[config.mk]
export PLATFORM = sky130hd
export DESIGN_NAME = zonotope_strip_update
export DESIGN_NICKNAME = d
export VERILOG_FILES = /design/src/zsu_pkg.sv /design/src/zsu_mac.sv /design/src/zsu_ctrl.sv /design/src/zonotope_strip_update.sv
export SDC_FILE = /design/constraint.sdc
export NUM_CORES = 2
export LEC_CHECK = 0
export BUFFER_PORTS_ARGS = -buffer_cell sky130_fd_sc_hd__buf_2
export CORE_AREA = 3 3 376 378
export CTS_BUF_LIST = sky130_fd_sc_hd__clkbuf_8 sky130_fd_sc_hd__clkbuf_16
export DETAILED_ROUTE_END_ITERATION = 16
export DIE_AREA = 0 0 379 381
export HOLD_SLACK_MARGIN = 0.15
export PLACE_DENSITY = 0.64
export SLEW_MARGIN = 40
export SYNTH_ARGS = -nofsm -noshare
export SYNTH_HDL_FRONTEND = slang
export SYNTH_SLANG_ARGS = --single-unit
[constraint.sdc]
create_clock -name i_clk -period 19.15 [get_ports i_clk]
set_input_delay 1.915 -clock i_clk [delete_from_list [all_inputs] [get_ports i_clk]]
set_output_delay 1.915 -clock i_clk [all_outputs]
set_load 0.02 [all_outputs]
[src/zsu_pkg.sv]
`timescale 1ns / 1ps
package zsu_pkg;

    localparam int WORD_W = 32;
    localparam int PROD_W = 2 * WORD_W;
    localparam int N_ELEM = 4;
    localparam int IDX_W  = 2;
    localparam int CNT_W  = 6;
    localparam int KIND_W = 2;

    // request and result kinds
    typedef logic [KIND_W-1:0] t_kind;
    localparam t_kind KIND_CENTER = 2'd0;
    localparam t_kind KIND_COLUMN = 2'd1;
    localparam t_kind KIND_FINISH = 2'd2;
    localparam t_kind KIND_NONE   = 2'd3;

    typedef logic signed [WORD_W-1:0] t_word;

    typedef enum logic [1:0] {
        S_IDLE,
        S_ISSUE,
        S_WAIT,
        S_DONE
    } t_state;

    typedef enum logic [1:0] {
        PH_DOT,
        PH_RESID,
        PH_UPD
    } t_phase;

    // one multiply-accumulate request: x + a*b or x - a*b
    typedef struct packed {
        t_word a;
        t_word b;
        t_word x;
        logic  sub;
    } t_mac_req;

endpackage

[src/zsu_mac.sv]
`timescale 1ns / 1ps
module zsu_mac import zsu_pkg::*; #(
    parameter int FRAC_BITS = 16
) (
    input  logic     i_clk,
    input  t_mac_req i_req,
    output t_word    o_res
);

    localparam logic signed [PROD_W-1:0] SAT_MAX = PROD_W'(64'sd2147483647);
    localparam logic signed [PROD_W-1:0] SAT_MIN = -PROD_W'(64'sd2147483648);

    logic signed [PROD_W-1:0] r_prod;
    t_word                    r_x;
    logic                     r_sub;

    logic signed [PROD_W-1:0] w_shift;
    t_word                    w_q;
    logic signed [WORD_W:0]   w_sum;

    // register the full product, addend and operation
    always_ff @(posedge i_clk) begin
        r_prod <= PROD_W'(i_req.a) * PROD_W'(i_req.b);
        r_x    <= i_req.x;
        r_sub  <= i_req.sub;
    end

    // floor shift, saturate, add or subtract, saturate
    always_comb begin
        w_shift = r_prod >>> FRAC_BITS;
        if (w_shift > SAT_MAX) begin
            w_q = t_word'(SAT_MAX[WORD_W-1:0]);
        end else if (w_shift < SAT_MIN) begin
            w_q = t_word'(SAT_MIN[WORD_W-1:0]);
        end else begin
            w_q = w_shift[WORD_W-1:0];
        end
        if (r_sub) begin
            w_sum = {r_x[WORD_W-1], r_x} - {w_q[WORD_W-1], w_q};
        end else begin
            w_sum = {r_x[WORD_W-1], r_x} + {w_q[WORD_W-1], w_q};
        end
        if (w_sum[WORD_W] != w_sum[WORD_W-1]) begin
            o_res = w_sum[WORD_W] ? {1'b1, {(WORD_W-1){1'b0}}} : {1'b0, {(WORD_W-1){1'b1}}};
        end else begin
            o_res = w_sum[WORD_W-1:0];
        end
    end

endmodule

[src/zsu_ctrl.sv]
`timescale 1ns / 1ps
module zsu_ctrl import zsu_pkg::*; #(
    parameter int STATE_DIM      = 4,
    parameter int MAX_GENERATORS = 32,
    parameter int FRAC_BITS      = 16
) (
    input  logic             i_clk,
    input  logic             i_rst_n,
    input  logic             i_in_valid,
    output logic             o_in_ready,
    input  t_kind            i_in_kind,
    input  t_word            i_in_vec [N_ELEM],
    input  t_word            i_in_scalar,
    input  t_word            i_meas [N_ELEM],
    input  t_word            i_gain [N_ELEM],
    output t_mac_req         o_mac_req,
    input  t_word            i_mac_res,
    output logic             o_out_valid,
    input  logic             i_out_ready,
    output t_kind            o_out_kind,
    output t_word            o_out_res [N_ELEM],
    output logic [CNT_W-1:0] o_out_count,
    output logic             o_out_ovf
);

    localparam logic [IDX_W-1:0] LAST_IDX = IDX_W'(STATE_DIM - 1);
    localparam logic [CNT_W-1:0] MAX_CNT  = CNT_W'(MAX_GENERATORS);
    localparam t_word            ONE_Q    = WORD_W'(64'd1 << FRAC_BITS);

    t_state           r_state, n_state;
    t_phase           r_phase;
    logic [IDX_W-1:0] r_idx;
    t_kind            r_kind;
    t_word            r_vec [N_ELEM];
    t_word            r_scalar;
    t_word            r_acc;
    t_word            r_res [N_ELEM];
    logic [CNT_W-1:0] r_count;
    logic             r_out_valid;

    logic             w_accept;
    logic             w_load;
    logic             w_last;
    logic [CNT_W-1:0] w_cnt_out;
    logic             w_ovf_out;
    logic [CNT_W-1:0] w_cnt_next;

    assign w_accept   = i_in_valid && o_in_ready;
    assign w_last     = (r_idx == LAST_IDX);
    assign w_load     = (r_state == S_DONE) && (!r_out_valid || i_out_ready);
    assign o_in_ready = (r_state == S_IDLE);

    // state register
    always_ff @(posedge i_clk) begin
        if (!i_rst_n) begin
            r_state <= S_IDLE;
        end else begin
            r_state <= n_state;
        end
    end

    // next state
    always_comb begin
        n_state = r_state;
        unique case (r_state)
            S_IDLE:  if (w_accept && i_in_kind != KIND_NONE) n_state = S_ISSUE;
            S_ISSUE: n_state = S_WAIT;
            S_WAIT:  n_state = (r_phase == PH_UPD && w_last) ? S_DONE : S_ISSUE;
            S_DONE:  if (w_load) n_state = S_IDLE;
            default: n_state = S_IDLE;
        endcase
    end

    // select operands for the shared unit
    always_comb begin
        o_mac_req.a   = i_meas[r_idx];
        o_mac_req.b   = r_vec[r_idx];
        o_mac_req.x   = r_acc;
        o_mac_req.sub = 1'b0;
        case (r_phase)
            PH_RESID: begin
                o_mac_req.a   = r_acc;
                o_mac_req.b   = ONE_Q;
                o_mac_req.x   = r_scalar;
                o_mac_req.sub = 1'b1;
            end
            PH_UPD: begin
                if (r_kind == KIND_FINISH) begin
                    o_mac_req.a = r_scalar;
                    o_mac_req.b = i_gain[r_idx];
                    o_mac_req.x = '0;
                end else begin
                    o_mac_req.a   = i_gain[r_idx];
                    o_mac_req.b   = r_acc;
                    o_mac_req.x   = r_vec[r_idx];
                    o_mac_req.sub = (r_kind == KIND_COLUMN);
                end
            end
            default: ;
        endcase
    end

    // step through dot product, residual and update
    always_ff @(posedge i_clk) begin
        if (!i_rst_n) begin
            r_phase <= PH_DOT;
            r_idx   <= '0;
        end else if (w_accept) begin
            r_phase <= (i_in_kind == KIND_FINISH) ? PH_UPD : PH_DOT;
            r_idx   <= '0;
        end else if (r_state == S_WAIT) begin
            unique case (r_phase)
                PH_DOT: begin
                    if (w_last) begin
                        r_idx   <= '0;
                        r_phase <= (r_kind == KIND_CENTER) ? PH_RESID : PH_UPD;
                    end else begin
                        r_idx <= r_idx + 1'b1;
                    end
                end
                PH_RESID: r_phase <= PH_UPD;
                PH_UPD:   if (!w_last) r_idx <= r_idx + 1'b1;
                default:  r_phase <= PH_DOT;
            endcase
        end
    end

    // latch the item and collect unit results
    always_ff @(posedge i_clk) begin
        if (w_accept) begin
            r_kind   <= i_in_kind;
            r_vec    <= i_in_vec;
            r_scalar <= i_in_scalar;
            r_acc    <= '0;
            for (int i = 0; i < N_ELEM; i++) r_res[i] <= '0;
        end else if (r_state == S_WAIT) begin
            if (r_phase == PH_UPD) begin
                r_res[r_idx] <= i_mac_res;
            end else begin
                r_acc <= i_mac_res;
            end
        end
    end

    // generator count and overflow for the finished item
    always_comb begin
        w_cnt_out  = r_count;
        w_ovf_out  = 1'b0;
        w_cnt_next = r_count;
        case (r_kind)
            KIND_COLUMN: begin
                if (r_count < MAX_CNT) begin
                    w_cnt_out = r_count + 1'b1;
                end else begin
                    w_ovf_out = 1'b1;
                end
                w_cnt_next = w_cnt_out;
            end
            KIND_FINISH: begin
                if (r_count < MAX_CNT) begin
                    w_cnt_out = r_count + 1'b1;
                end else begin
                    w_cnt_out = MAX_CNT;
                    w_ovf_out = 1'b1;
                end
                w_cnt_next = '0;
            end
            default: ;
        endcase
    end

    // count and output valid
    always_ff @(posedge i_clk) begin
        if (!i_rst_n) begin
            r_count     <= '0;
            r_out_valid <= 1'b0;
        end else if (w_load) begin
            r_count     <= w_cnt_next;
            r_out_valid <= 1'b1;
        end else if (i_out_ready) begin
            r_out_valid <= 1'b0;
        end
    end

    // output payload register
    always_ff @(posedge i_clk) begin
        if (w_load) begin
            o_out_kind  <= r_kind;
            o_out_res   <= r_res;
            o_out_count <= w_cnt_out;
            o_out_ovf   <= w_ovf_out;
        end
    end

    assign o_out_valid = r_out_valid;

    a_count_bound: assert property (@(posedge i_clk) disable iff (!i_rst_n)
        r_count <= MAX_CNT)
        else $error("generator count above limit");

    a_issue_wait: assert property (@(posedge i_clk) disable iff (!i_rst_n)
        r_state == S_ISSUE |=> r_state == S_WAIT)
        else $error("unit result not collected after issue");

    a_start: assert property (@(posedge i_clk) disable iff (!i_rst_n)
        (w_accept && i_in_kind != KIND_NONE) |=> r_state == S_ISSUE && r_idx == '0)
        else $error("item accepted but sequence not started");

    a_finish_clear: assert property (@(posedge i_clk) disable iff (!i_rst_n)
        (w_load && r_kind == KIND_FINISH) |=> r_count == '0 && r_out_valid)
        else $error("count not cleared after finish");

endmodule

[src/zonotope_strip_update.sv]
`timescale 1ns / 1ps
// Items are processed one at a time: a center item takes a dot product, a residual and an
// update, a generator column a dot product and an update, and a finish item only the update.
// Every product goes through one shared multiplier, one multiply-accumulate step at a time.
// The result register lets the next item enter while a result waits to be taken.
// Reset (synchronous, active low) clears the row and gain registers, the count and valids.
module zonotope_strip_update import zsu_pkg::*; #(
    parameter int STATE_DIM      = 4,
    parameter int MAX_GENERATORS = 32,
    parameter int FRAC_BITS      = 16
) (
    input  logic         i_clk,
    input  logic         i_rst_n,
    input  logic         i_cfg_valid,
    output logic         o_cfg_ready,
    input  logic [2:0]   i_cfg_addr,
    input  logic [31:0]  i_cfg_data,
    input  logic         s_axis_tvalid,
    output logic         s_axis_tready,
    input  logic [159:0] s_axis_tdata,   // vec_0, vec_1, vec_2, vec_3, scalar_in
    input  logic [1:0]   s_axis_tuser,   // req_type
    output logic         m_axis_tvalid,
    input  logic         m_axis_tready,
    output logic [135:0] m_axis_tdata,   // out_0, out_1, out_2, out_3, gen_count, overflow, pad
    output logic [1:0]   m_axis_tuser    // item_kind
);

    localparam logic [2:0] REG_GAIN_BASE = 3'd4;

    t_word            r_meas [N_ELEM];
    t_word            r_gain [N_ELEM];
    t_word            w_in_vec [N_ELEM];
    t_word            w_out_res [N_ELEM];
    t_mac_req         w_mac_req;
    t_word            w_mac_res;
    logic [CNT_W-1:0] w_out_count;
    logic             w_out_ovf;

    assign o_cfg_ready = 1'b1;

    // register writes
    always_ff @(posedge i_clk) begin
        if (!i_rst_n) begin
            for (int i = 0; i < N_ELEM; i++) begin
                r_meas[i] <= '0;
                r_gain[i] <= '0;
            end
        end else if (i_cfg_valid && o_cfg_ready) begin
            if (i_cfg_addr < REG_GAIN_BASE) begin
                r_meas[i_cfg_addr[IDX_W-1:0]] <= i_cfg_data;
            end else begin
                r_gain[i_cfg_addr[IDX_W-1:0]] <= i_cfg_data;
            end
        end
    end

    // unpack and pack the streams
    always_comb begin
        for (int i = 0; i < N_ELEM; i++) begin
            w_in_vec[i] = s_axis_tdata[i*WORD_W +: WORD_W];
        end
    end

    assign m_axis_tdata = {1'b0, w_out_ovf, w_out_count,
                           w_out_res[3], w_out_res[2], w_out_res[1], w_out_res[0]};

    zsu_ctrl #(
        .STATE_DIM      (STATE_DIM),
        .MAX_GENERATORS (MAX_GENERATORS),
        .FRAC_BITS      (FRAC_BITS)
    ) u_ctrl (
        .i_clk       (i_clk),
        .i_rst_n     (i_rst_n),
        .i_in_valid  (s_axis_tvalid),
        .o_in_ready  (s_axis_tready),
        .i_in_kind   (s_axis_tuser),
        .i_in_vec    (w_in_vec),
        .i_in_scalar (s_axis_tdata[159:128]),
        .i_meas      (r_meas),
        .i_gain      (r_gain),
        .o_mac_req   (w_mac_req),
        .i_mac_res   (w_mac_res),
        .o_out_valid (m_axis_tvalid),
        .i_out_ready (m_axis_tready),
        .o_out_kind  (m_axis_tuser),
        .o_out_res   (w_out_res),
        .o_out_count (w_out_count),
        .o_out_ovf   (w_out_ovf)
    );

    zsu_mac #(
        .FRAC_BITS (FRAC_BITS)
    ) u_mac (
        .i_clk (i_clk),
        .i_req (w_mac_req),
        .o_res (w_mac_res)
    );

endmodule

==> key figures <==
Routing
  – Routed vias: between 50,000 and 60,000
  – Drt first-iter violations: around 4,900
  – Post-route DRC violation count: 0
  – Post-route antenna net violation count: 0
  – Vias per std cell: around 5.8
  – Mean routed wirelength per cell: ~25 um
  – Number of iterations in the first detailed-routing pass: 6
  – Aggregate routed wire length: roughly 230,000 um

STA
  – Slew of the pin with the lowest slew margin: approximately 0.96 ns
  – Relative slew margins: a little over a third
  – Fmax: around 88 MHz
  – Final critical delay including setup and external delays: 11.38 ns
  – Setup violations, final: 0
  – Endpoints failing hold: 0
  – Worst Clk Skew: ~0.081 ns
  – Max-slew violation count: 0
  – Setup repair after global routing missed its margin: false
  – Fin Hold WS: 0.416 ns
  – Fraction of the cycle the final worst path needs: between 50 and 60%
  – Setup TNS: 0 ns

Clock network
  – Clock root buffer: clkbuf_16
  – Setup Buffers After CTS: 0
  – Quantity of gates resized following cts: 0
  – Clock Sink Count: approximately 810
  – Clock tree from TritonCTS: built
  – # H-tree levels: 3
  – Worst-Skew Late Latency: between 0.7 and 0.8 ns
  – Worst-case clock buffer depth: 3
  – Clock-pin slew of the registers on the worst-case setup and hold paths: 0.06 ns
  – Cts bufs inserted: just under 90
  – CTS hold repair buffers: 0

Setup path
  – Most used cell, CP: fa_1
  – Crit end category: flop
  – Slack of the worst reg-to-reg path: between 7 and 8 ns
  – Arrival time reported for the critical path endpoint: 11.98 ns
  – CP Capture Point: u_mac.r_prod[63]
  – Kind of critical path: flop to flop
  – Maximum fanout count along the critical path: 44
  – Critical Path Source: u_ctrl.r_phase[0]
  – Data required, critical path: 19.75 ns
  – Cell type of the slowest stage on the worst timing path: fa_1
  – Reg2reg path depth: 31
  – Largest incremental delay on the critical path: around 0.86 ns
  – Start of the worst register-to-register path: u_ctrl.r_phase[0]
  – Worst flop-to-flop path endpoint: u_mac.r_prod[63]
  – Type of element launching the critical path: flop

GRT
  – Vias in the first global route: between 50,000 and 60,000
  – Gr usage total: between 30% and 40%
  – Antenna violations before repair: 21
  – Largest net degree at the start of global routing: approximately 150
  – Global-route wire length before repair: roughly 340,000 um
  – Total global routing overflow: 0

Die
  – Die width: 379 um
  – Ports placed on the boundary: around 340
  – Die area: ~140,000 um^2
  – Die Height: roughly 380 um
  – Core ar.: ~140,000 um^2
  – Initial core utilization: between 40% and 50%
  – Standard-cell rows: ~140

Yosys
  – Cell with the most instances after synthesis: nand2_1
  – Number of enable flip-flop cells after synthesis: 299
  – Most frequent cells after synthesis: nand2_1, fa_1, inv_1
  – Cell area after synthesis: about 70,000 um^2
  – Area share of the leading cell type in the synthesized netlist: roughly a third
  – Number of register bits inferred by synthesis: between 800 and 900
  – Async S/R FF share, synth: 0%
  – Main synth FF type: dfxtp_1
  – Main area contributors after synthesis: fa_1, dfxtp_1, edfxtp_1
  – Count of cell types in the netlist: a little under 90
  – Yosys warning total: 0
  – Syn_nets: between 8,000 and 9,000
  – Part of the Yosys area used for sequential elements: between 20% and 30%
  – Synthesized area per cell: a little under 10 um^2
  – Yosys top cell by area: fa_1
  – Cells after synthesis: 7,106

Layout
  – Post-layout instance count excluding filler cells: a little over 9,000
  – Final nets: around 8,800
  – Layout cells sized above 1: between 10% and 20%
  – Area growth syn-to-layout: 10.2%

Hold path
  – Type of the worst min-delay path: flop to flop

Pwr
  – Fraction of power spent switching nets: roughly half
  – PD cells: 162 nW/um^2
  – Total internal power: about 6.0 mW
  – Clk network pwr share: 14.2%
  – Maximum vdd ir drop: about 220 uV
  – Power dissipated by switching net loads: 6.27 mW
  – Sequential Power Share: roughly 18%
  – P_leak: roughly 33 nW
  – Share of total power in combinational logic: 67.8%

Status
  – Status: complete, no violations

Placement
  – Count of buffers inserted at the top-level ports: between 300 and 400
  – Placed Cells: between 8,000 and 9,000
  – Weighted congestion at the end of routability-driven global placement: slightly below 1
  – Half-perimeter wire length after placement: around 170,000 um

Run
  – Maxcap violations: 0
-- power by group through the flow --
stage / clock (mW) / combinational, mW / sequential, mW
2_1_floorplan: 0 / 5.65 / 2.14
3_3_place_gp: 0 / 8.12 / 2.24
3_5_place_dp: 0 / 8.25 / 2.24
4_1_cts: 1.77 / 8.28 / 2.21
5_1_grt: 1.85 / 9.21 / 2.23
6_report: 1.74 / 8.35 / 2.22
-- worst min path at each step --
stage	start	endpoint	slack (ns)	cells after the start
6_report	u_ctrl.r_res[115]	u_ctrl.o_out_res[115]	0.42	0
5_1_grt	u_ctrl.r_res[115]	u_ctrl.o_out_res[115]	0.44	0
4_1_cts	u_ctrl.r_res[115]	u_ctrl.o_out_res[115]	0.41	0
3_5_place_dp	u_ctrl.r_res[37]	u_ctrl.o_out_res[37]	0.41	0
3_3_place_gp	u_ctrl.r_res[52]	u_ctrl.o_out_res[52]	0.41	0
2_1_floorplan	u_ctrl.r_res[6]	u_ctrl.o_out_res[6]	0.40	0
-- worst max-delay path, delay by kind of cell, from the launching register on --
family	cells	cell delay, ns
adders and majority gates	10	5.24
DFF	1	0.33
buffers and inverters	9	2.27
xor gates and xnor gates	1	0.13
and+or+nand+nor	3	0.93
AOI/OAI and AO/OA	8	2.35
-- layout by cell type (no fill, tap or decap), types with 33 or more instances in the layout --
cell type,count
nand2_1,1273
fa_1,1082
inv_1,1017
nor2_1,689
dfxtp_1,508
buf_2,342
edfxtp_1,299
a21boi_0,262
ha_1,223
a21oi_1,152
o21ai_1,141
buf_4,130
o21ai_0,97
mux4_2,91
clkbuf_16,89
nand2b_1,74
xnor2_1,68
and2_1,63
a21o_1,62
nand3_1,46
mux2i_1,43
a221oi_1,39
nor2b_1,33
-- metrics by stage --
stage | worst slack, ns | instance area (um^2) | power [mW] | util [%]
after global routing | 6.83 | 75900 | 13.3 | 55.1
after detailed placement | 7.84 | 72800 | 10.5 | 52.8
after floorplan | 9.17 | 68900 | 7.79 | -
after global placement | 7.54 | 72600 | 10.4 | 52.7
final | 7.77 | 75900 | 12.3 | 55.1
after CTS | 7.79 | 75800 | 12.3 | 55.0
-- per-layer routing --
layer	vias up	track usage (%)	part of all wire [%]
li1	22849	-	-
met1	26873	41.1	38
met2	2554	49.8	46
met3	543	9.61	11
met4	14	13.4	4.9
met5	-	0	0.098
-- kinds of logic after synthesis --
group                      Yosys count  synth area share, %
AOI/OAI and AO/OA                 1009                 9.88
xor gates and xnor gates           100                 1.28
adders and majority gates         1312                 35.6
buffers and inverters             1423                 7.92
DFF                                809                 27.9
muxes                              140                 3.70
other                                2               0.0109
and+or+nand+nor                   2311                 13.8
-- registers in the layout (all words and copies together) (netlist names), 32 cells and up --
register and count:
r_meas 128, u_ctrl.r_acc 32, u_ctrl.r_scalar 32, u_mac.r_x 32, u_ctrl.o_out_res 128, u_mac.r_prod 48
u_ctrl.r_res 128, u_ctrl.r_vec 128, r_gain 128
-- final cells by class --
cell class | count | area, um^2
well taps | 1794 | 2240
repair buffers | 487 | 2890
clock inverters | 64 | 654
multi-input cells | 4874 | 44800
clock buffers | 98 | 2350
inverters | 1001 | 3760
fillers | 12251 | 61900
flip-flops and latches | 809 | 19200
diodes | 6 | 15.0
(Power assumes the default switching activity.)
